===== config.mk =====
export PLATFORM = sky130hd
export DESIGN_NAME = priority_ready_queue_scheduler
export DESIGN_NICKNAME = d
export VERILOG_FILES = /design/src/rtl/prqs_pkg.sv /design/src/rtl/priority_ready_queue_scheduler.sv
export SDC_FILE = /design/constraint.sdc
export NUM_CORES = 1
export LEC_CHECK = 0
export ABC_AREA = 1
export BUFFER_PORTS_ARGS = -buffer_cell sky130_fd_sc_hd__buf_2
export CORE_ASPECT_RATIO = 1.5
export CORE_MARGIN = 2
export CORE_UTILIZATION = 30
export CTS_CLUSTER_SIZE = 40
export DETAILED_ROUTE_END_ITERATION = 8
export GPL_ROUTABILITY_DRIVEN = 0
export MAX_ROUTING_LAYER = met4
export PLACE_DENSITY = 0.51
export SLEW_MARGIN = 25
export SYNTH_ARGS = -nofsm -noshare
export SYNTH_HDL_FRONTEND = slang
export SYNTH_SLANG_ARGS = --single-unit
export TNS_END_PERCENT = 100

===== constraint.sdc =====
create_clock -name clk_i -period 7 [get_ports clk_i]
set_clock_uncertainty 0.2 [all_clocks]
set_input_delay 0.35 -clock clk_i [delete_from_list [all_inputs] [get_ports clk_i]]
set_output_delay 0.35 -clock clk_i [all_outputs]
set_load 0.03 [all_outputs]

===== src/rtl/prqs_pkg.sv =====
// Shared constants, types and helpers for the priority ready queue scheduler.
// No dependencies.
`timescale 1ns / 1ps

package prqs_pkg;

  localparam int NumTasks  = 64;
  localparam int NumLevels = 32;
  localparam int TaskW     = $clog2(NumTasks);
  localparam int LevelW    = $clog2(NumLevels);

  typedef logic [TaskW-1:0]  task_t;
  typedef logic [LevelW-1:0] level_t;

  typedef enum logic [1:0] {
    StQueued     = 2'd0,
    StIgnored    = 2'd1,
    StDispatched = 2'd2,
    StEmpty      = 2'd3
  } status_e;

  // highest set bit of a level mask, zero when the mask is empty
  function automatic level_t highest_set(logic [NumLevels-1:0] mask);
    level_t idx;
    idx = '0;
    for (int i = 0; i < NumLevels; i++) begin
      if (mask[i]) idx = level_t'(i);
    end
    return idx;
  endfunction

endpackage


===== src/rtl/priority_ready_queue_scheduler.sv =====
// Top level of the priority ready queue scheduler: per-level FIFO queues of tasks.
// Depends on prqs_pkg.
`timescale 1ns / 1ps

// Usage:
//   Command channel: start_i with mode_i (0 mark ready, 1 dispatch), task_id_i and
//   task_priority_i. A word is taken at a rising edge with start_i high and busy_o low.
//   Result channel: done_o is high for exactly one cycle with status_o and
//   chosen_task_o; the receiver must take it then, it cannot stall the block.
//   Timing: an accepted word is held in the payload registers and in the registered
//   read of the link and tail memories while busy_o is high, and its result is
//   registered from them. busy_o is registered from the accept, so a new word is
//   not taken before the queue update for the last one has been made.
//   The next word may be accepted while a result is still on the result ports.
//   Higher task_priority is served first; within a level, first in first out.
//   Status: 0 queued, 1 task already ready (ignored), 2 dispatched, 3 nothing ready.
//   Reset (rst_ni low, asynchronous): no task is ready, every queue is empty and no
//   result is pending. The link, head and tail stores hold no reset value and are
//   only read after being written. No clearing pass is needed.
module priority_ready_queue_scheduler
  import prqs_pkg::*;
(
  input  logic              clk_i,
  input  logic              rst_ni,
  input  logic              start_i,
  output logic              busy_o,
  input  logic              mode_i,
  input  logic [TaskW-1:0]  task_id_i,
  input  logic [LevelW-1:0] task_priority_i,
  output logic              done_o,
  output logic [1:0]        status_o,
  output logic [TaskW-1:0]  chosen_task_o
);

  logic                 busy_q, done_q;
  status_e              status_q;
  task_t                chosen_q;

  logic                 mode_q;
  task_t                task_q;
  level_t               prio_q;

  task_t                link_mem [NumTasks];
  task_t                tail_mem [NumLevels];
  task_t                link_rd_q, tail_rd_q;
  task_t                head_q   [NumLevels];

  logic [NumTasks-1:0]  ready_q;
  logic [NumLevels-1:0] nonempty_q;
  logic                 top_valid_q;
  level_t               top_level_q;

  logic                 accept;
  task_t                head_top;
  logic                 mark_ok, disp_ok, last;
  logic                 link_we, tail_we, head_we;
  level_t               head_wa;
  task_t                head_wd;
  logic [NumLevels-1:0] ne_rest;

  assign accept   = start_i & ~busy_q;
  assign head_top = head_q[top_level_q];

  assign mark_ok  = busy_q & ~mode_q & ~ready_q[task_q];
  assign disp_ok  = busy_q & mode_q & top_valid_q;
  assign last     = (head_top == tail_rd_q);

  assign link_we  = mark_ok & nonempty_q[prio_q];
  assign tail_we  = mark_ok;
  assign head_we  = (mark_ok & ~nonempty_q[prio_q]) | (disp_ok & ~last);
  assign head_wa  = mode_q ? top_level_q : prio_q;
  assign head_wd  = mode_q ? link_rd_q : task_q;

  always_comb begin
    ne_rest = nonempty_q;
    ne_rest[top_level_q] = 1'b0;
  end

  // memories and payload
  always_ff @(posedge clk_i) begin
    if (accept) begin
      mode_q    <= mode_i;
      task_q    <= task_id_i;
      prio_q    <= task_priority_i;
      link_rd_q <= link_mem[head_top];
      tail_rd_q <= tail_mem[mode_i ? top_level_q : task_priority_i];
    end
    if (link_we) begin
      link_mem[tail_rd_q] <= task_q;
    end
    if (tail_we) begin
      tail_mem[prio_q] <= task_q;
    end
    if (head_we) begin
      head_q[head_wa] <= head_wd;
    end
  end

  // control state and result register
  always_ff @(posedge clk_i or negedge rst_ni) begin
    if (!rst_ni) begin
      busy_q      <= 1'b0;
      done_q      <= 1'b0;
      status_q    <= StQueued;
      chosen_q    <= '0;
      ready_q     <= '0;
      nonempty_q  <= '0;
      top_valid_q <= 1'b0;
      top_level_q <= '0;
    end else begin
      busy_q <= accept;
      done_q <= busy_q;
      if (busy_q) begin
        priority if (!mode_q && !mark_ok) begin
          status_q <= StIgnored;
          chosen_q <= '0;
        end else if (!mode_q) begin
          status_q <= StQueued;
          chosen_q <= '0;
        end else if (!disp_ok) begin
          status_q <= StEmpty;
          chosen_q <= '0;
        end else begin
          status_q <= StDispatched;
          chosen_q <= head_top;
        end
      end
      if (mark_ok) begin
        ready_q[task_q]    <= 1'b1;
        nonempty_q[prio_q] <= 1'b1;
        if (!top_valid_q || prio_q > top_level_q) begin
          top_level_q <= prio_q;
          top_valid_q <= 1'b1;
        end
      end
      if (disp_ok) begin
        ready_q[head_top] <= 1'b0;
        if (last) begin
          nonempty_q  <= ne_rest;
          top_valid_q <= |ne_rest;
          top_level_q <= highest_set(ne_rest);
        end
      end
    end
  end

  assign busy_o        = busy_q;
  assign done_o        = done_q;
  assign status_o      = status_q;
  assign chosen_task_o = chosen_q;

`ifndef SYNTHESIS
  a_accept_result: assert property (@(posedge clk_i) disable iff (!rst_ni)
    busy_o |=> done_o && !busy_o)
    else $error("result strobe missing after accepted word");

  a_chosen_zero: assert property (@(posedge clk_i) disable iff (!rst_ni)
    done_o && status_o != StDispatched |-> chosen_task_o == '0)
    else $error("chosen task non-zero without dispatch");

  a_empty_top: assert property (@(posedge clk_i) disable iff (!rst_ni)
    !top_valid_q |-> nonempty_q == '0)
    else $error("non-empty level while no top level");

  a_top_set: assert property (@(posedge clk_i) disable iff (!rst_ni)
    top_valid_q |-> nonempty_q[top_level_q])
    else $error("top level points at an empty queue");
`endif

endmodule

Word level (Yosys, flattened, before mapping) --
Memories as Yosys holds them, arrays and structs flattened. A register that Yosys moved wholly into a read port is not among the register bits. Cells that the tools add are included.
Cells by class: order comparisons 9, $mul 0, multiplexer cells 71, div/mod/pow operators 0, eq/ne operators 1, shift operators 0, add/subtract/negate cells 0, bitwise logic cells 20, reductions and logical operators 10
Operators by type and width (number):
- $mux 5 | 36
- $mux 64 | 2
- $mux 32 | 3
- $and 64x64->64 | 1
- $not 64->64 | 1
- $or 64x64->64 | 1
- $and 32x32->32 | 1
- $not 32->32 | 1
- $or 32x32->32 | 1
- $reduce_or 32->1 | 1
- $mux 6 | 4
- $mux 1 | 18
- $lt 6x7->1 const B | 2
- $demux 1 s6 | 2
- $ge 6x1->1 const B | 2
- $lt 5x6->1 const B | 2
- $demux 1 s5 | 2
- $ge 5x1->1 const B | 2
- $and 1x1->1 | 8
- $bmux 1 s6 | 1
- $eq 6x6->1 | 1
- $bmux 1 s5 | 1
- $gt 5x5->1 | 1
- $logic_and 1x1->1 | 5
- 5 further kinds | 12
Word-level totals: bits in registers 124, word-level logic and storage cells 125, memories 3, bits of input ports 15, memory bits (read-only) 0, RAM bits 768, latch bits 0
Memories:
- link_mem | words 64, bits a word 6, read ports 1, clocked after Yosys merged registers in 1, write ports 1, line priority_ready_queue_scheduler.sv:43 | task_t link_mem [NumTasks];
- head_q | words 32, bits a word 6, read ports 1, clocked after Yosys merged registers in 0, write ports 1, line priority_ready_queue_scheduler.sv:46 | task_t head_q [NumLevels];
- tail_mem | words 32, bits a word 6, read ports 1, clocked after Yosys merged registers in 1, write ports 1, line priority_ready_queue_scheduler.sv:44 | task_t tail_mem [NumLevels];

Depth between registers and ports, before layout --
Gate-level depths: netlist of the first run.
word-level depth 39, gate-level depth with buffers 35, depth with buffers taken out 34

Least setup slack after synthesis of the first run --
OpenSTA, ideal clock, no wires.
kind register to register, start point register task_q[0], end point memory link_mem[48][0] (netlist bit), enable pin, buffers on the path 1, setup slack 2.410 ns, cell stages (with the launch flop) 12, required time 6.450 ns, arrival time 4.040 ns, library setup time 0.350 ns, period minus slack after synthesis 4.590 ns, cells stage by stage edfxtp_1 -> nor3_1 -> inv_1 -> o22ai_1 -> a2111oi_0 -> o221ai_1 -> a21oi_1 -> nand3_1 -> clkbuf_1 -> nor2_2 -> nand4_1 -> nor2_1
On the way: longest elaborated chain between the ends 7
Ends and longest elaborated chain:
- start, declared | line priority_ready_queue_scheduler.sv:40 | task_t task_q;
- start signal, assigned | line priority_ready_queue_scheduler.sv:83 | task_q <= task_id_i;
- $bmux 1 s6 | line priority_ready_queue_scheduler.sv:64 | assign mark_ok = busy_q & ~mode_q & ~ready_q[task_q];
- $mux 1 (implied by the code) | line priority_ready_queue_scheduler.sv:64
- $not 1->1 | line priority_ready_queue_scheduler.sv:64
- $and 1x1->1 | line priority_ready_queue_scheduler.sv:64
- $and 1x1->1 | line priority_ready_queue_scheduler.sv:68 | assign link_we = mark_ok & nonempty_q[prio_q];
- $mux 1 | line priority_ready_queue_scheduler.sv:88 | if (link_we) begin
- $mux 1 (implied by the code) | line priority_ready_queue_scheduler.sv:89 | link_mem[tail_rd_q] <= task_q;
- end, declared | line priority_ready_queue_scheduler.sv:43
No other way between the ends. The select of a mux whose other input is x is not followed.

Final worst setup path of the first run --
start point register top_level_q[0], end point register link_rd_q[5] (read register of link_mem), data pin
On the way: longest elaborated chain between the ends 1
Ends and longest elaborated chain:
- start, declared | line priority_ready_queue_scheduler.sv:51 | level_t top_level_q;
- start signal, assigned | line priority_ready_queue_scheduler.sv:132 | top_level_q <= prio_q;
- start signal, assigned | line priority_ready_queue_scheduler.sv:141 | top_level_q <= highest_set(ne_rest);
- $mem_v2 32x6
- end, declared | line priority_ready_queue_scheduler.sv:45 | task_t link_rd_q, tail_rd_q;
No other way between the ends. A chain may end at the register's enable or synchronous reset.

==> results of run 1 <==
## worst register-to-register path: stages (launching register included)
cell	delay, ns
sky130_fd_sc_hd__dfrtp_1	0.48
sky130_fd_sc_hd__inv_2	0.11
sky130_fd_sc_hd__nand2_1	0.09
sky130_fd_sc_hd__inv_2	0.48
sky130_fd_sc_hd__buf_4	0.39
sky130_fd_sc_hd__a22oi_1	0.11
sky130_fd_sc_hd__nand2_1	0.13
sky130_fd_sc_hd__a22o_1	0.16
sky130_fd_sc_hd__nor2_1	0.09
sky130_fd_sc_hd__nand2_1	0.35
sky130_fd_sc_hd__inv_2	0.17
sky130_fd_sc_hd__nand3_2	0.29
sky130_fd_sc_hd__inv_2	0.38
sky130_fd_sc_hd__buf_4	0.42
sky130_fd_sc_hd__a22o_1	0.24
sky130_fd_sc_hd__a221oi_1	0.20
sky130_fd_sc_hd__nand3_1	0.16
sky130_fd_sc_hd__nand2_1	0.12
sky130_fd_sc_hd__nand3_1	0.19
sky130_fd_sc_hd__nor3b_1	0.26
sky130_fd_sc_hd__nand2_1	0.07
## timing repair
| item | in CTS | in global routing |
|---|---|---|
| hold endpoints to repair | 60 | 0 |
| hold buffers | 14 | 0 |
| gates resized for setup | 0 | 0 |
## logic make-up after synthesis
| logic type | count (synthesis) |
|---|---|
| buffers and inverters | 412 |
| and+or+nand+nor | 859 |
| AOI/OAI and AO/OA | 732 |
| xor gates and xnor gates | 5 |
| DFF | 904 |
| adders and majority gates | 5 |
## layout make-up
class / instances / area [um^2] / area share
Multi-Input combinational cell: 1601 / 8660 / 0.206
Clock buffer: 128 / 2460 / 0.0587
Timing Repair Buffer: 101 / 764 / 0.0182
Inverter: 284 / 1070 / 0.0254
Antenna cell: 1 / 2.50 / 0.0000596
Sequential cell: 904 / 26600 / 0.633
Tap cell: 1590 / 1990 / 0.0474
Clock inverter: 39 / 447 / 0.0106
## sequential cells by signal (all words and copies together), names as in the netlist
name and flops:
ready_q 64, prio_q 5, link_rd_q 6, tail_rd_q 6
done_o 1, top_level_q 5, head_q 192, mode_q 1
task_q 6, tail_mem 192, link_mem 384, top_valid_q 1
nonempty_q 32, chosen_task_o 6, status_o 2, busy_o 1
## power groups by stage
stage	logic (mW)	registers, mW	clock network, mW
final	6.26	6.42	4.81
after CTS	6.24	6.41	4.90
after detailed placement	6.21	6.52	0
after floorplan	3.62	6.48	0
after global routing	6.65	6.43	5.09
after global placement	6.22	6.52	0
## synth_stat cells, drive strengths merged (2+ instances only)
cell     number  share of area
edfxtp      792           0.65
nand2       424          0.044
nor2        287          0.030
inv         282          0.029
o21ai       272          0.037
a22oi       132          0.027
dfrtp       112          0.076
clkbuf       77         0.0079
o22ai        73          0.012
a22o         56          0.013
a221oi       53          0.013
buf          51         0.0073
nand3        50         0.0072
nor3         47         0.0079
a21oi        45         0.0061
nand4        42         0.0071
o221ai       41         0.0098
a31oi        16         0.0027
o211ai        9         0.0018
nor4          6         0.0023
a21boi        5         0.0010
ha            5         0.0017
o41ai         5         0.0012
xor2          5         0.0012
o2bb2ai       4        0.00095
a211oi        3        0.00088
a2111oi       2        0.00048
a311oi        2        0.00048
a32o          2        0.00054
a41oi         2        0.00048
clkinv        2        0.00020
o2111ai       2        0.00048
o211a         2        0.00054
o31ai         2        0.00041
or2           2        0.00034
## through the flow
| step | setup slack [ns] | cell area [um^2] | cells | power (mW) |
|---|---|---|---|---|
| detailed placement | 1.73 | 38900 | 4466 | 12.7 |
| CTS | 1.68 | 42000 | 4647 | 17.6 |
| global placement | 1.73 | 38900 | 4465 | 12.7 |
| finish | 1.64 | 42000 | 4648 | 17.5 |
| floorplan | 2.41 | 36800 | 2917 | 10.1 |
| global route | 1.45 | 42000 | 4647 | 18.2 |
## worst min path at each step
stage | to | slack, ns | depth (start not counted)
after global placement | ready_q[38] | 0.25 | 1
after floorplan | busy_o | -0.15 | 0
after global routing | ready_q[38] | 0.13 | 2
final | ready_q[5] | 0.05 | 2
after detailed placement | ready_q[38] | 0.25 | 1
after CTS | ready_q[38] | 0.06 | 2
## metal layers
metal / global-route usage / share of wire / wire length [um]
met3: 0.0227 / 0.042 / 4770
met1: 0.196 / 0.37 / 42000
met2: 0.337 / 0.53 / 60900
met5: - / 0 / 0
met4: 0.0980 / 0.057 / 6560
==> metrics list, run 1 <==
- Final setup violating endpoints: 0
- Post-CTS repair timing setup buffer count: 0
- Vias: 24,035
* Standard cell core area: 122,000 um^2
- Simple-gate area share of the yosys netlist: 0.0983
- After clock tree synthesis, the clock-pin slew on the worst setup and hold paths is 0.06 ns.
- I/O pin total: 25
* Power Internal: 10.6 mW
- TritonCTS built the clock tree.
- TNS Setup: 0 ns
- Run status: complete, no violations
- Measured against its own limit, the worst slew margin works out to 0.296.
- The critical path in this run is classified as register to register.
* Startpoint of the most critical setup path: top_level_q[0]
- Launch instance of the worst register-to-register path: top_level_q[0]
* Post-synthesis xor/xnor area fraction: 0.00119
* Portion of total power attributed to sequential cells: 0.367
- The first global-routing pass estimated 166 mm of wire.
- The initial antenna violation count was 1.
- The detailed router finished its first iteration with 1,939 violations.
* Residual antenna-violating net count after detailed routing: 0
- In the final routed layout, each cell accounts on average for 24.6 um.
* Largest stage delay on the critical path: 0.48 ns
- Broken down by cell family, the worst path's largest delay share belongs to buffers and inverters.
- Setup repair after global routing missed its margin: false
- The tightest hold path in the finished design has a slack of 0.0477 ns.
* Most used cells in the layout excluding fill and tap cells: sky130_fd_sc_hd__edfxtp_1, sky130_fd_sc_hd__nand2_1, sky130_fd_sc_hd__nor2_1
- Counting every instance in the synthesized netlist gives 2,917.
- The die covers 125,000 um^2.
* Number of cells on the critical path: 20
- Crit-path cells: inv_2, nand2_1, inv_2, buf_4, a22oi_1, nand2_1, a22o_1, nor2_1, nand2_1, inv_2, nand3_2, inv_2, buf_4, a22o_1, a221oi_1, nand3_1, nand2_1, nand3_1, nor3b_1, nand2_1
- Of the total power, combinational logic draws 0.358.
* Warnings from Yosys: 0
- Die outline width: 290 um
- Leaving out fill and tap cells, the most frequent cell in the layout is sky130_fd_sc_hd__edfxtp_1.
* Clock net sink count: 904
- DRC violation count after routing: 0
* Buffers & Inverters on Critical Path: 6
- Of the total power, the clock network draws 0.275.
- Summed over all nets, the switching power comes to 6.85 mW.
- Compound-gate portion of the synthesized area: 0.132
- Final global-route overflow total: 0
- Maxcap violations: 0
- Largest family of logic cells by synthesized area: compound AO/OA/AOI/OAI gates
- Port-buffer cells: 24
- Critical path required time: 7.23 ns
- Startpoint type of the worst setup path: register
* Power density relative to cell area: 416 nW/um^2
* Distinct cell type count of the synthesized netlist: 53
* Number of fill cells in the layout: 11,932
* Path category of the worst min-delay check: input pin to async pin
- The final layout contains 3,001 nets.
- The most numerous cell type found on the critical path is sky130_fd_sc_hd__nand2_1.
- Wirelength, routed: 114 mm
- Of the synthesized area, sequential elements account for 0.723.
- For this configuration, the core starts out at a cell density of 0.302.
* Clk_lat worst skew: 0.71 ns
* Utilization after layout: 0.345
- The critical path ends at link_rd_q[5].
- Worst reg2reg setup slack: 1.64 ns
* CP max stage cell: sky130_fd_sc_hd__dfrtp_1
- Largest fanout on the critical path: 28
* Std-Cell Rows: 157
- IR analysis of the VDD net gives a maximum drop of 224 uV.
- Measured in cells, the most critical reg-to-reg path has a length of 20.
- The most used flip-flop cell after synthesis is sky130_fd_sc_hd__edfxtp_1.
- Number of synthesized flops with an enable pin: 792
- At the pin with the least slew margin, the transition time is 1.05 ns.
- After synthesis the cells add up to 36,800 um^2.
- Compared with the post-synthesis result, the final layout area differs by 14.2%.
- In the finished design, the share of the clock period the worst path needs comes to 0.766.
- In the final layout, the share of cells above drive strength 1 is 0.0929.
* Max-slew violation count: 0
- Number of CTS-inserted buffers: 89
* Half-perimeter wire length after placement: 77.0 mm
- The worst setup path is captured at a register.
- For this run, the total global-route usage over all layers was measured as 0.185.
- Clock Tree Buf Depth: 3
- The routed design could run at a clock period as short as 5.36 ns.
* RR Endpoint: link_rd_q[5]
* Share of synthesized area spent on multiplexers: 0
- Number of global-route vias before repair: 24,121
- The total count of hold-check failures in the final report was 0.
- A synthesized cell averages 12.6 um^2.
* Maximum clock rate: 186 MHz
- Detailed-router iteration count before antenna repair: 6
- In this run the clock root is driven by a sky130_fd_sc_hd__clkbuf_16.
- Counting flops and latches in the post-synthesis netlist gives 904.
- Synthesized Nets: 2,937
* Vertical die dimension: 433 um
* Fraction of the mapped netlist area in adder cells: 0.00170
- Of the total power, the share spent switching nets is 0.392.
- Fraction of synthesis flops using an asynchronous set or reset pin: 0.124
- Maximum number of pins on one net before global-route repair: 92
- For the worst setup path, the data arrival time is 5.59 ns.
* Leak pwr: 14.6 nW
- In the routed layout, each cell is associated on average with a via count of 5.17.
- Level count of the clock H-tree: 3
No activity file was read; power rests on OpenSTA's default activity.
==> run 2, diff against run 1 <==
ABC_AREA = 0   (was 1)
clock period = 5.61 ns   (was 7 ns; I/O delays follow)
==> run 2 against run 1 <==
  * First-iteration DRC count increased by 29%
  * Sequential share of layout area fell by 2.2 points
  * Clock power increased by 19%
  * Non-clock buffer count up 52
  * Die area is 3.7% higher
  * Design area increased by 3.6%
  * Critical endpoint is now link_mem[16][3]
  * Setup slack worse by 1.2 ns
==> metrics list, run 2 <==
* I/O pin total: 25
* Final hold violation count: 0
* Share of post-route cells with drive strength above 1: 0.181
* Number of antenna violations at the first check in global routing: 3
- The slowest stage of the critical path is the sky130_fd_sc_hd__edfxtp_1 cell.
* Ys flop type: sky130_fd_sc_hd__edfxtp_1
- STA classifies the critical path endpoint as a register.
* Clock Tree Buf Depth: 3
- Clock net sink count: 904
- Once detail routing completed, the nets flagged for antenna violations numbered 0.
- Final setup violating endpoints: 0
- Registers with the most flip-flops: link_mem x384, head_q x192, tail_mem x192
* Number of cells on the critical path: 8
- The commonest cells after synthesis are sky130_fd_sc_hd__edfxtp_1, sky130_fd_sc_hd__nor2_1, sky130_fd_sc_hd__nand2_1, sky130_fd_sc_hd__a21oi_1, sky130_fd_sc_hd__dfrtp_1.
- Warnings from Yosys: 0
- Entering global routing, the biggest net connects 65 pins.
* Number of cells on the worst reg-to-reg path: 8
- Register with the most flip-flops: link_mem
- Synthesis-stage register bit count: 904
- Most common cell after layout, fill and taps aside: sky130_fd_sc_hd__edfxtp_1
- First-pass GRT wire length: 174 mm
* Run status: complete, no violations
- Die outline width: 295 um
- Pre-CTS setup slack: 0.369 ns
- The final-report max-slew violation count came to 0.
- Leak pwr: 14.3 nW
- At the worst endpoint, the required time is 5.73 ns.
- Path category of the worst min-delay check: input pin to async pin
- At the pin with the least slew margin, the transition time is 1.07 ns.
- The most critical setup path has its startpoint at task_q[0].
- Std-Cell Rows: 160
* Mapped Cells: 2,526
- The netlist uses 87 different library cells.
* Starting density of the core: 0.302
* Die footprint: 130,000 um^2
* Final global-route overflow total: 0
* GRT Overall Usage: 0.190
- The synthesized netlist occupies a cell area of 38,200 um^2.
* Slew headroom: 0.287
* Max reg flops: 384
- Port-buffer cells: 24
* Crit-path cells: nor2b_1, a221oi_1, o22ai_1, a221oi_1, and4_1, nand2b_1, nand3b_1, nor2_1
- Most area-consuming cells after synthesis: sky130_fd_sc_hd__edfxtp_1, sky130_fd_sc_hd__dfrtp_1, sky130_fd_sc_hd__mux4_2
- Half-perimeter wire length after placement: 81.5 mm
* Cell family with the largest share of critical-path delay: simple AND/OR/NAND/NOR gates
- Syn-to-layout area delta: 14.0%
* Largest fanout on the critical path: 16
- In the routed design, unresolved DRC markers number 0.
- Cell occurring most often along the worst timing path: sky130_fd_sc_hd__a221oi_1
* Clk_lat worst skew: 0.71 ns
* Vertical die dimension: 441 um
- Detailed-router iteration count before antenna repair: 6
- Maxcap violations: 0
- Startpoint-to-endpoint class of the critical path: register to register
* Worst path arrival time: 5.33 ns
* Number of synthesized flops with an enable pin: 792
* Final cycle utilization of the critical path: 0.929
* Fraction of synthesis flops using an asynchronous set or reset pin: 0.124
- Leaving out filler cells and counting taps, the final layout contains 4,365.
- Clock-pin slew was measured on the worst setup and hold paths at 0.06 ns.
- Counting the buffers created by CTS gives 82.
* Maximum clock rate: 192 MHz
* Min cycle time layout: 5.21 ns
- Wirelength, routed: 121 mm
* Post-synthesis cell type with the largest combined area: sky130_fd_sc_hd__edfxtp_1
* Share of the synthesized area in the top cell type: 0.623
* Standard cell core area: 127,000 um^2
- When the netlist entered floorplanning its net count stood at 2,546.
- Launch instance of the worst register-to-register path: task_q[0]
- Level count of the clock H-tree: 3
- TNS Setup: 0 ns
- Buffer type at the clock tree root: sky130_fd_sc_hd__clkbuf_16
* Number of global-route vias before repair: 24,414
- Via count normalized by instance count: 5.44
* Vias: 23,764
* CTS tree: done
- The library cells used most frequently in the layout, excluding fill and tap cells, are sky130_fd_sc_hd__edfxtp_1, sky130_fd_sc_hd__nor2_1, sky130_fd_sc_hd__nand2_1.
- Setup repair after global routing missed its margin: false
* Average wire length per cell after detail routing: 27.6 um
- Worst ir drop on vdd: 583 uV
- Counting both buffers and inverters, the worst setup path holds a total of 0.
* DRC violation total after the first TritonRoute iteration: 2,495
* Cell with the most instances after synthesis: sky130_fd_sc_hd__edfxtp_1
- Net count of the finished layout: 2,614
- Post-layout total power: 25.1 mW
- Power density relative to cell area: 577 nW/um^2
- Each instance of the synthesized netlist takes up on average 15.1 um^2.
- Once placement completed, the tool counted placed cells totaling 4,195.
- Startpoint type of the worst setup path: register
- On the worst path, the slowest cell contributes a delay of 1.05 ns.
- Final worst setup slack: 0.401 ns
- Of the synthesized area, sequential elements account for 0.697.
## run 2: final cells by class
class	instances	area [um^2]
Clock buffer	97	2170
Sequential cell	904	26600
Timing Repair Buffer	153	1210
Clock inverter	54	513
Tap cell	1701	2130
Inverter	27	101
Multi-Input combinational cell	1426	10800
Antenna cell	3	7.51
Fill cell	12259	83000
## run 2: worst paths after layout
path                                         to  slack (ns)
worst max-delay path            link_mem[16][3]        0.40
worst min-delay path                     done_o        0.03
worst max register to register  link_mem[16][3]        0.40
worst min register to register      ready_q[13]        0.32
max in group asynchronous           ready_q[63]        3.78
min in group clk_i                    task_q[3]        0.10
## run 2: what timing repair did
action | 4_1_cts | 5_1_grt
endpoints found under the hold margin | 85 | 0
hold buffers | 14 | 0
setup buffers | 0 | 0
gates resized for setup | 0 | 0
## run 2: where the power goes
part / internal (mW) / total [mW] / switching, mW
Clock: 3.08 / 5.70 / 2.62
Sequential: 7.74 / 8.18 / 0.437
Combinational: 3.61 / 11.2 / 7.59
## run 2: cells by family after synthesis
kind of cell               count (synthesis)  share of synthesized area
buffers and inverters                    196                     0.0246
AOI/OAI and AO/OA                        519                     0.0905
and+or+nand+nor                          642                     0.0881
xor gates and xnor gates                   4                   0.000918
muxes                                    256                     0.0975
DFF                                      904                      0.697
adders and majority gates                  5                    0.00164
## run 2: metal layers
| layer | wire [um] | GRT usage | vias to the layer above | part of all wire |
|---|---|---|---|---|
| met1 | 43300 | 0.204 | 12286 | 0.36 |
| li1 | - | - | 10121 | - |
| met5 | 0 | - | - | 0 |
| met2 | 63700 | 0.337 | 1014 | 0.53 |
| met4 | 7550 | 0.106 | 0 | 0.063 |
| met3 | 6050 | 0.0240 | 343 | 0.050 |
## run 2: metrics by stage
stage | instance area (um^2) | utilization | hold WS [ns]
5_1_grt | 43500 | 0.344 | 0.0789
3_5_place_dp | 40600 | 0.321 | 0.190
3_3_place_gp | 40600 | 0.321 | 0.172
2_1_floorplan | 38200 | - | -0.215
6_report | 43500 | 0.344 | 0.0341
4_1_cts | 43400 | 0.343 | 0.0431
